## src/hw/rtl/b64e_pkg.sv

```systemverilog
// shared types, constants and the alphabet lookup for the base64 stream encoder
`timescale 1ns / 1ps
`default_nettype none

package b64e_pkg;

    localparam logic [7:0] PAD_CHAR = 8'h3D;
    localparam int unsigned QUEUE_DEPTH = 2;
    localparam int unsigned SLOT_COUNT = 4;

    typedef struct packed {
        logic [7:0] data_byte;
        logic       end_of_message;
    } in_item_t;

    typedef struct packed {
        logic [7:0] out_char;
        logic       last_char;
        logic       message_done;
    } out_item_t;

    // one character to emit: either a sextet or padding
    typedef struct packed {
        logic       pad;
        logic [5:0] sextet;
    } slot_t;

    // everything the back end needs to emit the run of one input byte
    typedef struct packed {
        logic [1:0]               last_idx;
        logic                     eom;
        slot_t [SLOT_COUNT-1:0]   slot;
    } cmd_t;

    typedef enum logic [1:0] {
        PHASE_0 = 2'd0,
        PHASE_1 = 2'd1,
        PHASE_2 = 2'd2,
        PHASE_X = 2'd3
    } phase_t;

    function automatic logic [7:0] b64e_char(input logic [5:0] s);
        logic [7:0] v;
        v = {2'b00, s};
        if (s < 6'd26)
            return 8'h41 + v;
        else if (s < 6'd52)
            return 8'h61 + v - 8'd26;
        else if (s < 6'd62)
            return 8'h30 + v - 8'd52;
        else if (s == 6'd62)
            return 8'h2B;
        else
            return 8'h2F;
    endfunction

endpackage

`default_nettype wire

```

## src/hw/rtl/b64e_front.sv

```systemverilog
// front end: accepts bytes, tracks group phase and splits each byte into a character run
`timescale 1ns / 1ps
`default_nettype none

module b64e_front
    import b64e_pkg::*;
(
    input  wire logic     clk,
    input  wire logic     rst_n,
    input  wire logic     byte_valid,
    output logic          byte_stall,
    input  wire in_item_t byte_item,
    output logic          push,
    output cmd_t          push_cmd,
    input  wire logic     queue_full
);

    phase_t     phase_reg, phase_next;
    logic [3:0] left_reg, left_next;
    logic [7:0] b;
    logic       eom;

    assign byte_stall = queue_full;
    assign push       = byte_valid && !queue_full;
    assign b          = byte_item.data_byte;
    assign eom        = byte_item.end_of_message;

    always_comb
    begin
        push_cmd     = '0;
        push_cmd.eom = eom;
        phase_next   = phase_reg;
        left_next    = left_reg;
        unique case (phase_reg)
            PHASE_1:
            begin
                push_cmd.slot[0].sextet = {left_reg[1:0], b[7:4]};
                push_cmd.last_idx       = 2'd0;
                if (eom)
                begin
                    push_cmd.slot[1].sextet = {b[3:0], 2'b00};
                    push_cmd.slot[2].pad    = 1'b1;
                    push_cmd.last_idx       = 2'd2;
                end
                phase_next = PHASE_2;
                left_next  = b[3:0];
            end
            PHASE_2:
            begin
                push_cmd.slot[0].sextet = {left_reg, b[7:6]};
                push_cmd.slot[1].sextet = b[5:0];
                push_cmd.last_idx       = 2'd1;
                phase_next = PHASE_0;
                left_next  = '0;
            end
            PHASE_0, PHASE_X:
            begin
                push_cmd.slot[0].sextet = b[7:2];
                push_cmd.last_idx       = 2'd0;
                if (eom)
                begin
                    push_cmd.slot[1].sextet = {b[1:0], 4'b0000};
                    push_cmd.slot[2].pad    = 1'b1;
                    push_cmd.slot[3].pad    = 1'b1;
                    push_cmd.last_idx       = 2'd3;
                end
                phase_next = PHASE_1;
                left_next  = {2'b00, b[1:0]};
            end
            default:
            begin
                phase_next = PHASE_0;
                left_next  = '0;
            end
        endcase
        // end of message starts the next message clean
        if (eom)
        begin
            phase_next = PHASE_0;
            left_next  = '0;
        end
    end

    always_ff @(posedge clk or negedge rst_n)
    begin
        if (!rst_n)
        begin
            phase_reg <= PHASE_0;
            left_reg  <= '0;
        end
        else if (push)
        begin
            phase_reg <= phase_next;
            left_reg  <= left_next;
        end
    end

endmodule

`default_nettype wire

```

## src/hw/rtl/b64e_queue.sv

```systemverilog
// two-entry command queue between the front end and the back end
`timescale 1ns / 1ps
`default_nettype none

module b64e_queue
    import b64e_pkg::*;
(
    input  wire logic clk,
    input  wire logic rst_n,
    input  wire logic push,
    input  wire cmd_t push_cmd,
    output logic      full,
    output logic      head_valid,
    output cmd_t      head_cmd,
    input  wire logic pop
);

    localparam int unsigned PTR_W = $clog2(QUEUE_DEPTH);
    localparam int unsigned CNT_W = $clog2(QUEUE_DEPTH + 1);

    cmd_t             entry_reg [QUEUE_DEPTH];
    logic [PTR_W-1:0] wr_ptr_reg, rd_ptr_reg;
    logic [CNT_W-1:0] count_reg, count_next;

    assign full       = (count_reg == CNT_W'(QUEUE_DEPTH));
    assign head_valid = (count_reg != '0);
    assign head_cmd   = entry_reg[rd_ptr_reg];

    always_comb
    begin
        count_next = count_reg;
        if (push && !pop)
            count_next = count_reg + CNT_W'(1);
        else if (!push && pop)
            count_next = count_reg - CNT_W'(1);
    end

    always_ff @(posedge clk)
    begin
        if (push)
            entry_reg[wr_ptr_reg] <= push_cmd;
    end

    always_ff @(posedge clk or negedge rst_n)
    begin
        if (!rst_n)
        begin
            wr_ptr_reg <= '0;
            rd_ptr_reg <= '0;
            count_reg  <= '0;
        end
        else
        begin
            if (push)
                wr_ptr_reg <= wr_ptr_reg + PTR_W'(1);
            if (pop)
                rd_ptr_reg <= rd_ptr_reg + PTR_W'(1);
            count_reg <= count_next;
        end
    end

endmodule

`default_nettype wire

```

## src/hw/rtl/b64e_back.sv

```systemverilog
// back end: walks the head command into the output register one character per cycle while the output is not stalled
`timescale 1ns / 1ps
`default_nettype none

module b64e_back
    import b64e_pkg::*;
(
    input  wire logic clk,
    input  wire logic rst_n,
    input  wire logic head_valid,
    input  wire cmd_t head_cmd,
    output logic      pop,
    output logic      char_valid,
    input  wire logic char_stall,
    output out_item_t char_item
);

    logic [1:0] idx_reg, idx_next;
    logic       out_valid_reg, out_valid_next;
    out_item_t  out_reg, out_next;
    logic       load;
    logic       at_last;
    slot_t      cur;

    assign char_valid = out_valid_reg;
    assign char_item  = out_reg;

    // output register frees up when empty or when its transaction completes
    assign load    = head_valid && (!out_valid_reg || !char_stall);
    assign cur     = head_cmd.slot[idx_reg];
    assign at_last = (idx_reg == head_cmd.last_idx);
    assign pop     = load && at_last;

    always_comb
    begin
        out_next              = out_reg;
        out_next.out_char     = cur.pad ? PAD_CHAR : b64e_char(cur.sextet);
        out_next.last_char    = at_last;
        out_next.message_done = at_last && head_cmd.eom;
        idx_next              = at_last ? 2'd0 : idx_reg + 2'd1;
        out_valid_next        = out_valid_reg && char_stall;
        if (load)
            out_valid_next = 1'b1;
    end

    always_ff @(posedge clk or negedge rst_n)
    begin
        if (!rst_n)
        begin
            idx_reg       <= '0;
            out_valid_reg <= 1'b0;
        end
        else
        begin
            out_valid_reg <= out_valid_next;
            if (load)
                idx_reg <= idx_next;
        end
    end

    always_ff @(posedge clk)
    begin
        if (load)
            out_reg <= out_next;
    end

endmodule

`default_nettype wire

```

## src/hw/rtl/base64_stream_encoder_unit.sv

```systemverilog
// top level of the streaming base64 encoder
`timescale 1ns / 1ps
`default_nettype none

// Streaming base64 encoder (standard alphabet, '=' padding). Each byte transaction
// carries one raw byte and an end-of-message flag; it yields one character in group
// positions 0 and 1 and two in position 2, and on the last byte of a message also the
// partial sextet and padding, with last_char on the final character of each byte's run
// and message_done on the final character of the message. A byte is taken in any cycle
// the two-entry command queue has room; characters leave at one per cycle from the
// output register while char_stall is low, so the output port sets the pace. The first
// character of a byte passes through the command queue and then the output register
// before it is presented on the output.
module base64_stream_encoder_unit
    import b64e_pkg::*;
(
    input  wire logic     clk,
    input  wire logic     rst_n,
    input  wire logic     byte_valid,
    output logic          byte_stall,
    input  wire in_item_t byte_item,
    output logic          char_valid,
    input  wire logic     char_stall,
    output out_item_t     char_item
);

    logic push;
    cmd_t push_cmd;
    logic queue_full;
    logic head_valid;
    cmd_t head_cmd;
    logic pop;

    b64e_front u_front (
        .clk        (clk),
        .rst_n      (rst_n),
        .byte_valid (byte_valid),
        .byte_stall (byte_stall),
        .byte_item  (byte_item),
        .push       (push),
        .push_cmd   (push_cmd),
        .queue_full (queue_full)
    );

    b64e_queue u_queue (
        .clk        (clk),
        .rst_n      (rst_n),
        .push       (push),
        .push_cmd   (push_cmd),
        .full       (queue_full),
        .head_valid (head_valid),
        .head_cmd   (head_cmd),
        .pop        (pop)
    );

    b64e_back u_back (
        .clk        (clk),
        .rst_n      (rst_n),
        .head_valid (head_valid),
        .head_cmd   (head_cmd),
        .pop        (pop),
        .char_valid (char_valid),
        .char_stall (char_stall),
        .char_item  (char_item)
    );

endmodule

`default_nettype wire

```

## config.mk

```make
export PLATFORM = sky130hd
export DESIGN_NAME = base64_stream_encoder_unit
export DESIGN_NICKNAME = d
export VERILOG_FILES = /design/src/hw/rtl/b64e_pkg.sv /design/src/hw/rtl/b64e_front.sv /design/src/hw/rtl/b64e_queue.sv /design/src/hw/rtl/b64e_back.sv /design/src/hw/rtl/base64_stream_encoder_unit.sv
export SDC_FILE = /design/constraint.sdc
export NUM_CORES = 1
export LEC_CHECK = 0
export BUFFER_PORTS_ARGS = -buffer_cell sky130_fd_sc_hd__buf_4
export CORE_AREA = 4 4 90 92
export CTS_CLUSTER_DIAMETER = 60
export CTS_CLUSTER_SIZE = 28
export DETAILED_ROUTE_END_ITERATION = 12
export DIE_AREA = 0 0 94 96
export HOLD_SLACK_MARGIN = 0.02
export PLACE_DENSITY = 0.75
export SLEW_MARGIN = 5
export SYNTH_ARGS = -nofsm -noshare
export SYNTH_HDL_FRONTEND = slang
export SYNTH_HIERARCHICAL = 1
export SYNTH_SLANG_ARGS = --single-unit
```

## constraint.sdc

```tcl
create_clock -name clk -period 7.3 [get_ports clk]
set_clock_uncertainty 0.2 [all_clocks]
set_input_delay 0.365 -clock clk [delete_from_list [all_inputs] [get_ports clk]]
set_output_delay 0.365 -clock clk [all_outputs]
set_load 0.01 [all_outputs]
```

# Word level (Yosys, flattened, before mapping)
# Memories as Yosys holds them, arrays and structs flattened.
# Cells that the tools add are included.
# totals
n_memories	1
mem_bits_rw	34
out_inout_bits	12
reg_bits	23
inputBits	13
elab_cells	75
# op_classes
reduce_logical	18
n_addsub	10
n_lt_le_gt_ge	4
n_mux	26
n_eq_ne	6
# mem_list
name	depth	word_bits	rd	rd_ports_with_merged_regs	write_ports	line_no	source
u_queue.entry_reg	2	17	1	0	1	b64e_queue.sv:21	cmd_t entry_reg [QUEUE_DEPTH];
# op_table
op	count
6-bit one-hot mux with 3 select lines	2
8-bit 2-to-1 mux	3
7-bit by 6-bit adder with 8-bit output, first input constant	2
7-bit binary-select mux with 2-bit select	1
6-bit < comparator, second input constant	2
2-bit 2-to-1 mux	6
6-bit 2-to-1 mux	2
2-bit one-hot mux with 3 select lines	2
4-bit one-hot mux with 3 select lines	1
8-bit by 5-bit subtractor with 8-bit output, second input constant	1
8-bit by 6-bit subtractor with 8-bit output, second input constant	1
6-bit by 6-bit adder with 7-bit output, first input constant	1
1-bit logical AND	7
7-bit 2-to-1 mux	1
2-bit == test, second input constant	3
6-bit == test, second input constant	1
6-bit by 5-bit < comparator with 1-bit output, second input constant	1
1-bit 2-to-1 mux	6
1-bit logical NOT	5
2-bit by 1-bit adder with 2-bit output, second input constant	2
4-bit 2-to-1 mux	1
2-bit nonzero test	2
2-bit by 3-bit < comparator with 1-bit output, second input constant	1
3-bit 2-to-1 mux	1
8 further kinds	9

# Logic depth before layout (Yosys ltp)
# An unclocked memory read counts as a cell.
# logic_depth
ltp_word	8
ltp_mapped	11
ltp_nobuf	9

# Hierarchy
# Netlist, hierarchy kept.
# by_module_without_submodules
module	cells_each	n_inst	seq_area_each_um2	area_per_inst_um2
b64e_queue	113	1	1961.9	2580.0
b64e_back	93	1	375.4	1022.2
b64e_front	84	1	150.1	664.4

# Worst setup path after synthesis
# Ideal clock, no wire load.
# synth_path
kind	register -> register
start	reg u_queue.rd_ptr_reg
end	reg u_back.out_reg, in the netlist u_back/char_item[4] (data pin)
setup_time_ns	0.158
required_time_ns	6.942
n_path_buf	2
period_less_slack_ns	3.131
path_stages_with_launch	11
t_arrival_ns	2.773
setup_slack_ns	4.169
path_cell_list	dfrtp_1 buf_6 buf_12 mux2_4 mux4_1 ha_1 or2_2 o211ai_2 and2b_4 mux2_4 o211ai_1
# synth_between
elab_chain_cells	8
word_cells_on_any_way	16
classes_between	add/sub (5); order compare (3); eq/ne (1); mux (6); memory (1)
# synth_rtl
element	line_no	source
from (decl)	b64e_queue.sv:22	logic [PTR_W-1:0] wr_ptr_reg, rd_ptr_reg;
from (signal assigned)	b64e_queue.sv:57	rd_ptr_reg <= rd_ptr_reg + PTR_W'(1);
memory read 2 x 17 bit (*)	--	
7-bit binary-select mux with 2-bit select (*)	b64e_back.sv:30	assign cur = head_cmd.slot[idx_reg];
7-bit 2-to-1 mux (implied by the code) (*)	b64e_back.sv:30	
6-bit by 6-bit adder with 7-bit output / 6-bit == test (equally long branches)	b64e_pkg.sv:50, b64e_pkg.sv:51	
8-bit by 6-bit subtractor with 8-bit output / 3-bit 2-to-1 mux (equally long branches)	b64e_pkg.sv:50, b64e_pkg.sv:51	
8-bit 2-to-1 mux	b64e_pkg.sv:49	else if (s < 6'd62)
8-bit 2-to-1 mux	b64e_pkg.sv:47	else if (s < 6'd52)
8-bit 2-to-1 mux	b64e_pkg.sv:45	if (s < 6'd26)
to (signal assigned)	b64e_back.sv:64	out_reg <= out_next;
to (decl)	b64e_back.sv:20	out_item_t out_reg, out_next;
# Every way passes the cells marked *; elsewhere a longest branch is shown, timed or not. The select of a mux whose other input is x is not followed.
# A chain may end at the register's enable or synchronous reset.

==> flow_summary.json <==
{
  "status": "completed",
  "cts_setup_buffers": 0,
  "min_delay_path_depth": 3,
  "layout-drive-gt1-share": 0.2736,
  "clkTransAtPathRegs_ns": 0.08,
  "synth_warnings": 6,
  "cts_buffers": 9,
  "worstMarginPinSlew_ns": 0.9511,
  "min_period_ns": 3.778,
  "startpoint_type": "flop",
  "dpl_cell_area_mm2": 0.004398,
  "viasPerCell": 5.573,
  "place_congestion": 0.9429,
  "hp-class": "in -> reg",
  "regToRegEndpoint": "u_back/char_item[4]",
  "grt_max_degree": 33,
  "synth-async-reset-ratio": 0.1529,
  "num_rows": 31,
  "largest_register_ffs": 62,
  "fin_crit_sh": 0.5176,
  "grt_pass1_wl_mm": 10.84,
  "die_w_um": 94,
  "drc": 0,
  "setup_viol": 0,
  "p_comb_frac": 0.454,
  "ys_seq_area_frac": 0.5830,
  "drt_first_pass_iters": 4,
  "postLayoutCellArea_mm2": 0.004618,
  "crit_buf_inv": 0,
  "gr-total-overflow": 0,
  "synth_cell_types": 53,
  "switching_power_mw": 0.7938,
  "wl_per_cell_um": 16.18,
  "cts_root_buffer": "clkbuf_8",
  "r2r_cells": 8,
  "synthCells": 290,
  "worst-setup-path-type": "reg -> reg",
  "rsz0062_at_grt": "no",
  "clkPwrFrac": 0.155,
  "core_area_mm2": 0.007214,
  "crit_chain": "mux2_2, mux4_1, ha_1, or2_2, o211ai_2, and2b_4, mux2_4, o211ai_1",
  "initial_core_util": 0.5914,
  "cp_slowest_cell": "dfrtp_2",
  "critPathArrivalTime_ns": 3.78,
  "timing.slew.headroom": 0.3659,
  "route.vias.total": 2324,
  "fp.dieArea_mm2": 0.009024,
  "postRouteAntennaNets": 0,
  "htreeDepth": 3,
  "swShare": 0.3589,
  "cpPeakStageDelay_ns": 0.99,
  "end_kind": "flop",
  "synth_edf_count": 72,
  "clkLatencyLatePin_ns": 0.35,
  "synth.avg_cell_area_um2": 14.71,
  "r2r_setup_slack_ns": 3.52,
  "cts_tree": "yes",
  "fin_setup_tns_ns": 0,
  "cts_sinks": 85,
  "drt_iter0_drc": 177,
  "reg2reg_from": "u_queue/rd_ptr_reg",
  "antenna_found_initial": 0,
  "grt_pass1_vias": 2292,
  "netlist_area_mm2": 0.004267,
  "die_h_um": 96,
  "num-nets-final": 335,
  "dp_hpwl_mm": 4.590,
  "leakagePower_nw": 1.802,
  "crit_path_start": "u_queue/rd_ptr_reg",
  "num-fill-cells": 542,
  "cp_data_required_time_ns": 7.30,
  "internal-power_mw": 1.418,
  "maxCapViolCount": 0,
  "fmax_ghz": 0.2647,
  "io_pins": 25,
  "worst_ir_drop_vdd_mv": 0.3279,
  "path_max_fanout": 32,
  "hold_viol": 0,
  "grtUsageTotal": 0.1626,
  "crit_family": "multiplexers",
  "portBuffers": 24,
  "cts_max_path_buffers": 2,
  "slew_violations": 0,
  "hold_end": "u_back/char_valid",
  "synth_ff_type": "edfxtp_1",
  "wirelength_mm": 6.747,
  "area_delta_synth_final_pct": 8.240,
  "p_seq_frac": 0.390,
  "antennaDiodeCount": 0,
  "min_from": "char_stall",
  "ys_ff_latch": 85,
  "power_density_mw_per_mm2": 478.9
}
-- power by group through the flow --
stage	clock, mW	sequential (mW)	combinational [mW]
2_1_floorplan	0	0.814	0.875
3_3_place_gp	0	0.870	0.977
3_5_place_dp	0	0.879	0.999
4_1_cts	0.354	0.869	1.01
5_1_grt	0.374	0.884	1.11
6_report	0.344	0.863	1.00
-- worst reg2reg max path: stages, from the launching register on --
cell and delay, ns:
dfrtp_2 0.99, mux2_2 0.42, mux4_1 0.60, ha_1 0.34, or2_2 0.33, o211ai_2 0.08
and2b_4 0.22, mux2_4 0.30, o211ai_1 0.15
-- kinds of logic after synthesis --
logic type	count (synthesis)	share of synthesized area
DFF	85	0.5830
muxes	41	0.1545
adders and majority gates	9	0.02639
buffers and inverters	42	0.06862
other	1	0.0008789
xor gates and xnor gates	8	0.01642
AOI/OAI and AO/OA	48	0.07742
and+or+nand+nor	56	0.07273
-- synthesized netlist by cell type, types with 3 or more instances --
cell | n | area share
a21oi_1 | 6 | 0.0070
a22oi_1 | 7 | 0.012
and2_1 | 4 | 0.0059
buf_12 | 3 | 0.014
buf_2 | 6 | 0.0070
buf_4 | 17 | 0.030
dfrtp_1 | 13 | 0.076
edfxtp_1 | 72 | 0.51
ha_1 | 9 | 0.026
inv_1 | 14 | 0.012
mux2_2 | 3 | 0.0079
mux2_4 | 30 | 0.11
mux4_2 | 5 | 0.026
nand2_1 | 13 | 0.011
nand2b_1 | 3 | 0.0044
nand3_1 | 6 | 0.0070
nand3b_1 | 3 | 0.0053
nor2_1 | 9 | 0.0079
nor2b_1 | 4 | 0.0059
o21ai_0 | 13 | 0.015
or3_1 | 3 | 0.0044
xor2_1 | 6 | 0.012
-- through the flow --
step	hold slack [ns]	worst slack, ns	std cells	power [mW]	utilization
6_report	0.04000	3.522	417	2.212	0.6401
5_1_grt	0.05959	3.371	417	2.367	0.6401
4_1_cts	0.02153	3.499	417	2.228	0.6401
3_5_place_dp	0.02649	3.518	400	1.878	0.6096
3_3_place_gp	0.02341	3.591	400	1.847	0.6096
2_1_floorplan	-0.1306	4.169	303	1.690	-
-- cell usage in the layout, fill, tap and decap left out, drive strengths merged, types with 3 or more instances in the layout --
| master | synthesis | routed |
|---|---|---|
| a21oi | 7 | 7 |
| a22oi | 7 | 7 |
| and2 | 4 | 4 |
| buf | 28 | 26 |
| clkbuf | 0 | 12 |
| conb | 1 | 14 |
| dfrtp | 13 | 13 |
| edfxtp | 72 | 72 |
| ha | 9 | 9 |
| inv | 14 | 15 |
| mux2 | 33 | 33 |
| mux4 | 7 | 7 |
| nand2 | 13 | 13 |
| nand2b | 3 | 3 |
| nand3 | 6 | 6 |
| nand3b | 3 | 3 |
| nor2 | 9 | 9 |
| nor2b | 4 | 4 |
| o21ai | 14 | 14 |
| or3 | 3 | 3 |
| xor2 | 6 | 6 |
-- how the worst max path moves through the flow --
stage | end | cells past startpoint | slack [ns]
after global routing | u_back/char_item[4] | 8 | 3.37
after global placement | u_back/char_item[4] | 8 | 3.59
final | u_back/char_item[4] | 8 | 3.52
after CTS | u_back/char_item[4] | 8 | 3.50
after detailed placement | u_back/char_item[4] | 8 | 3.52
after floorplan | u_back/char_item[4] | 10 | 4.17
-- per-layer routing --
metal,global-route usage,vias up,part of all wire
met1,0.1998,1145,0.42
met2,0.2744,66,0.51
met3,0.03753,11,0.051
met4,0.07461,0,0.017
met5,0,-,0
li1,-,1102,-
-- cell type report --
class                           instances  area, µm²  area share
Clock buffer                           12      155.1     0.03360
Clock inverter                          4      55.05     0.01192
Inverter                               14      52.55     0.01138
Multi-Input combinational cell        176       1538      0.3330
Sequential cell                        85       2489      0.5389
Tap cell                               99      123.9     0.02682
Timing Repair Buffer                   27      205.2     0.04443
-- timing repair --
action / CTS / global route
gates resized for setup: 0 / 0
endpoints found under the hold margin: 13 / 0
hold buffers: 1 / 0
No activity file was read; power rests on OpenSTA's default activity.
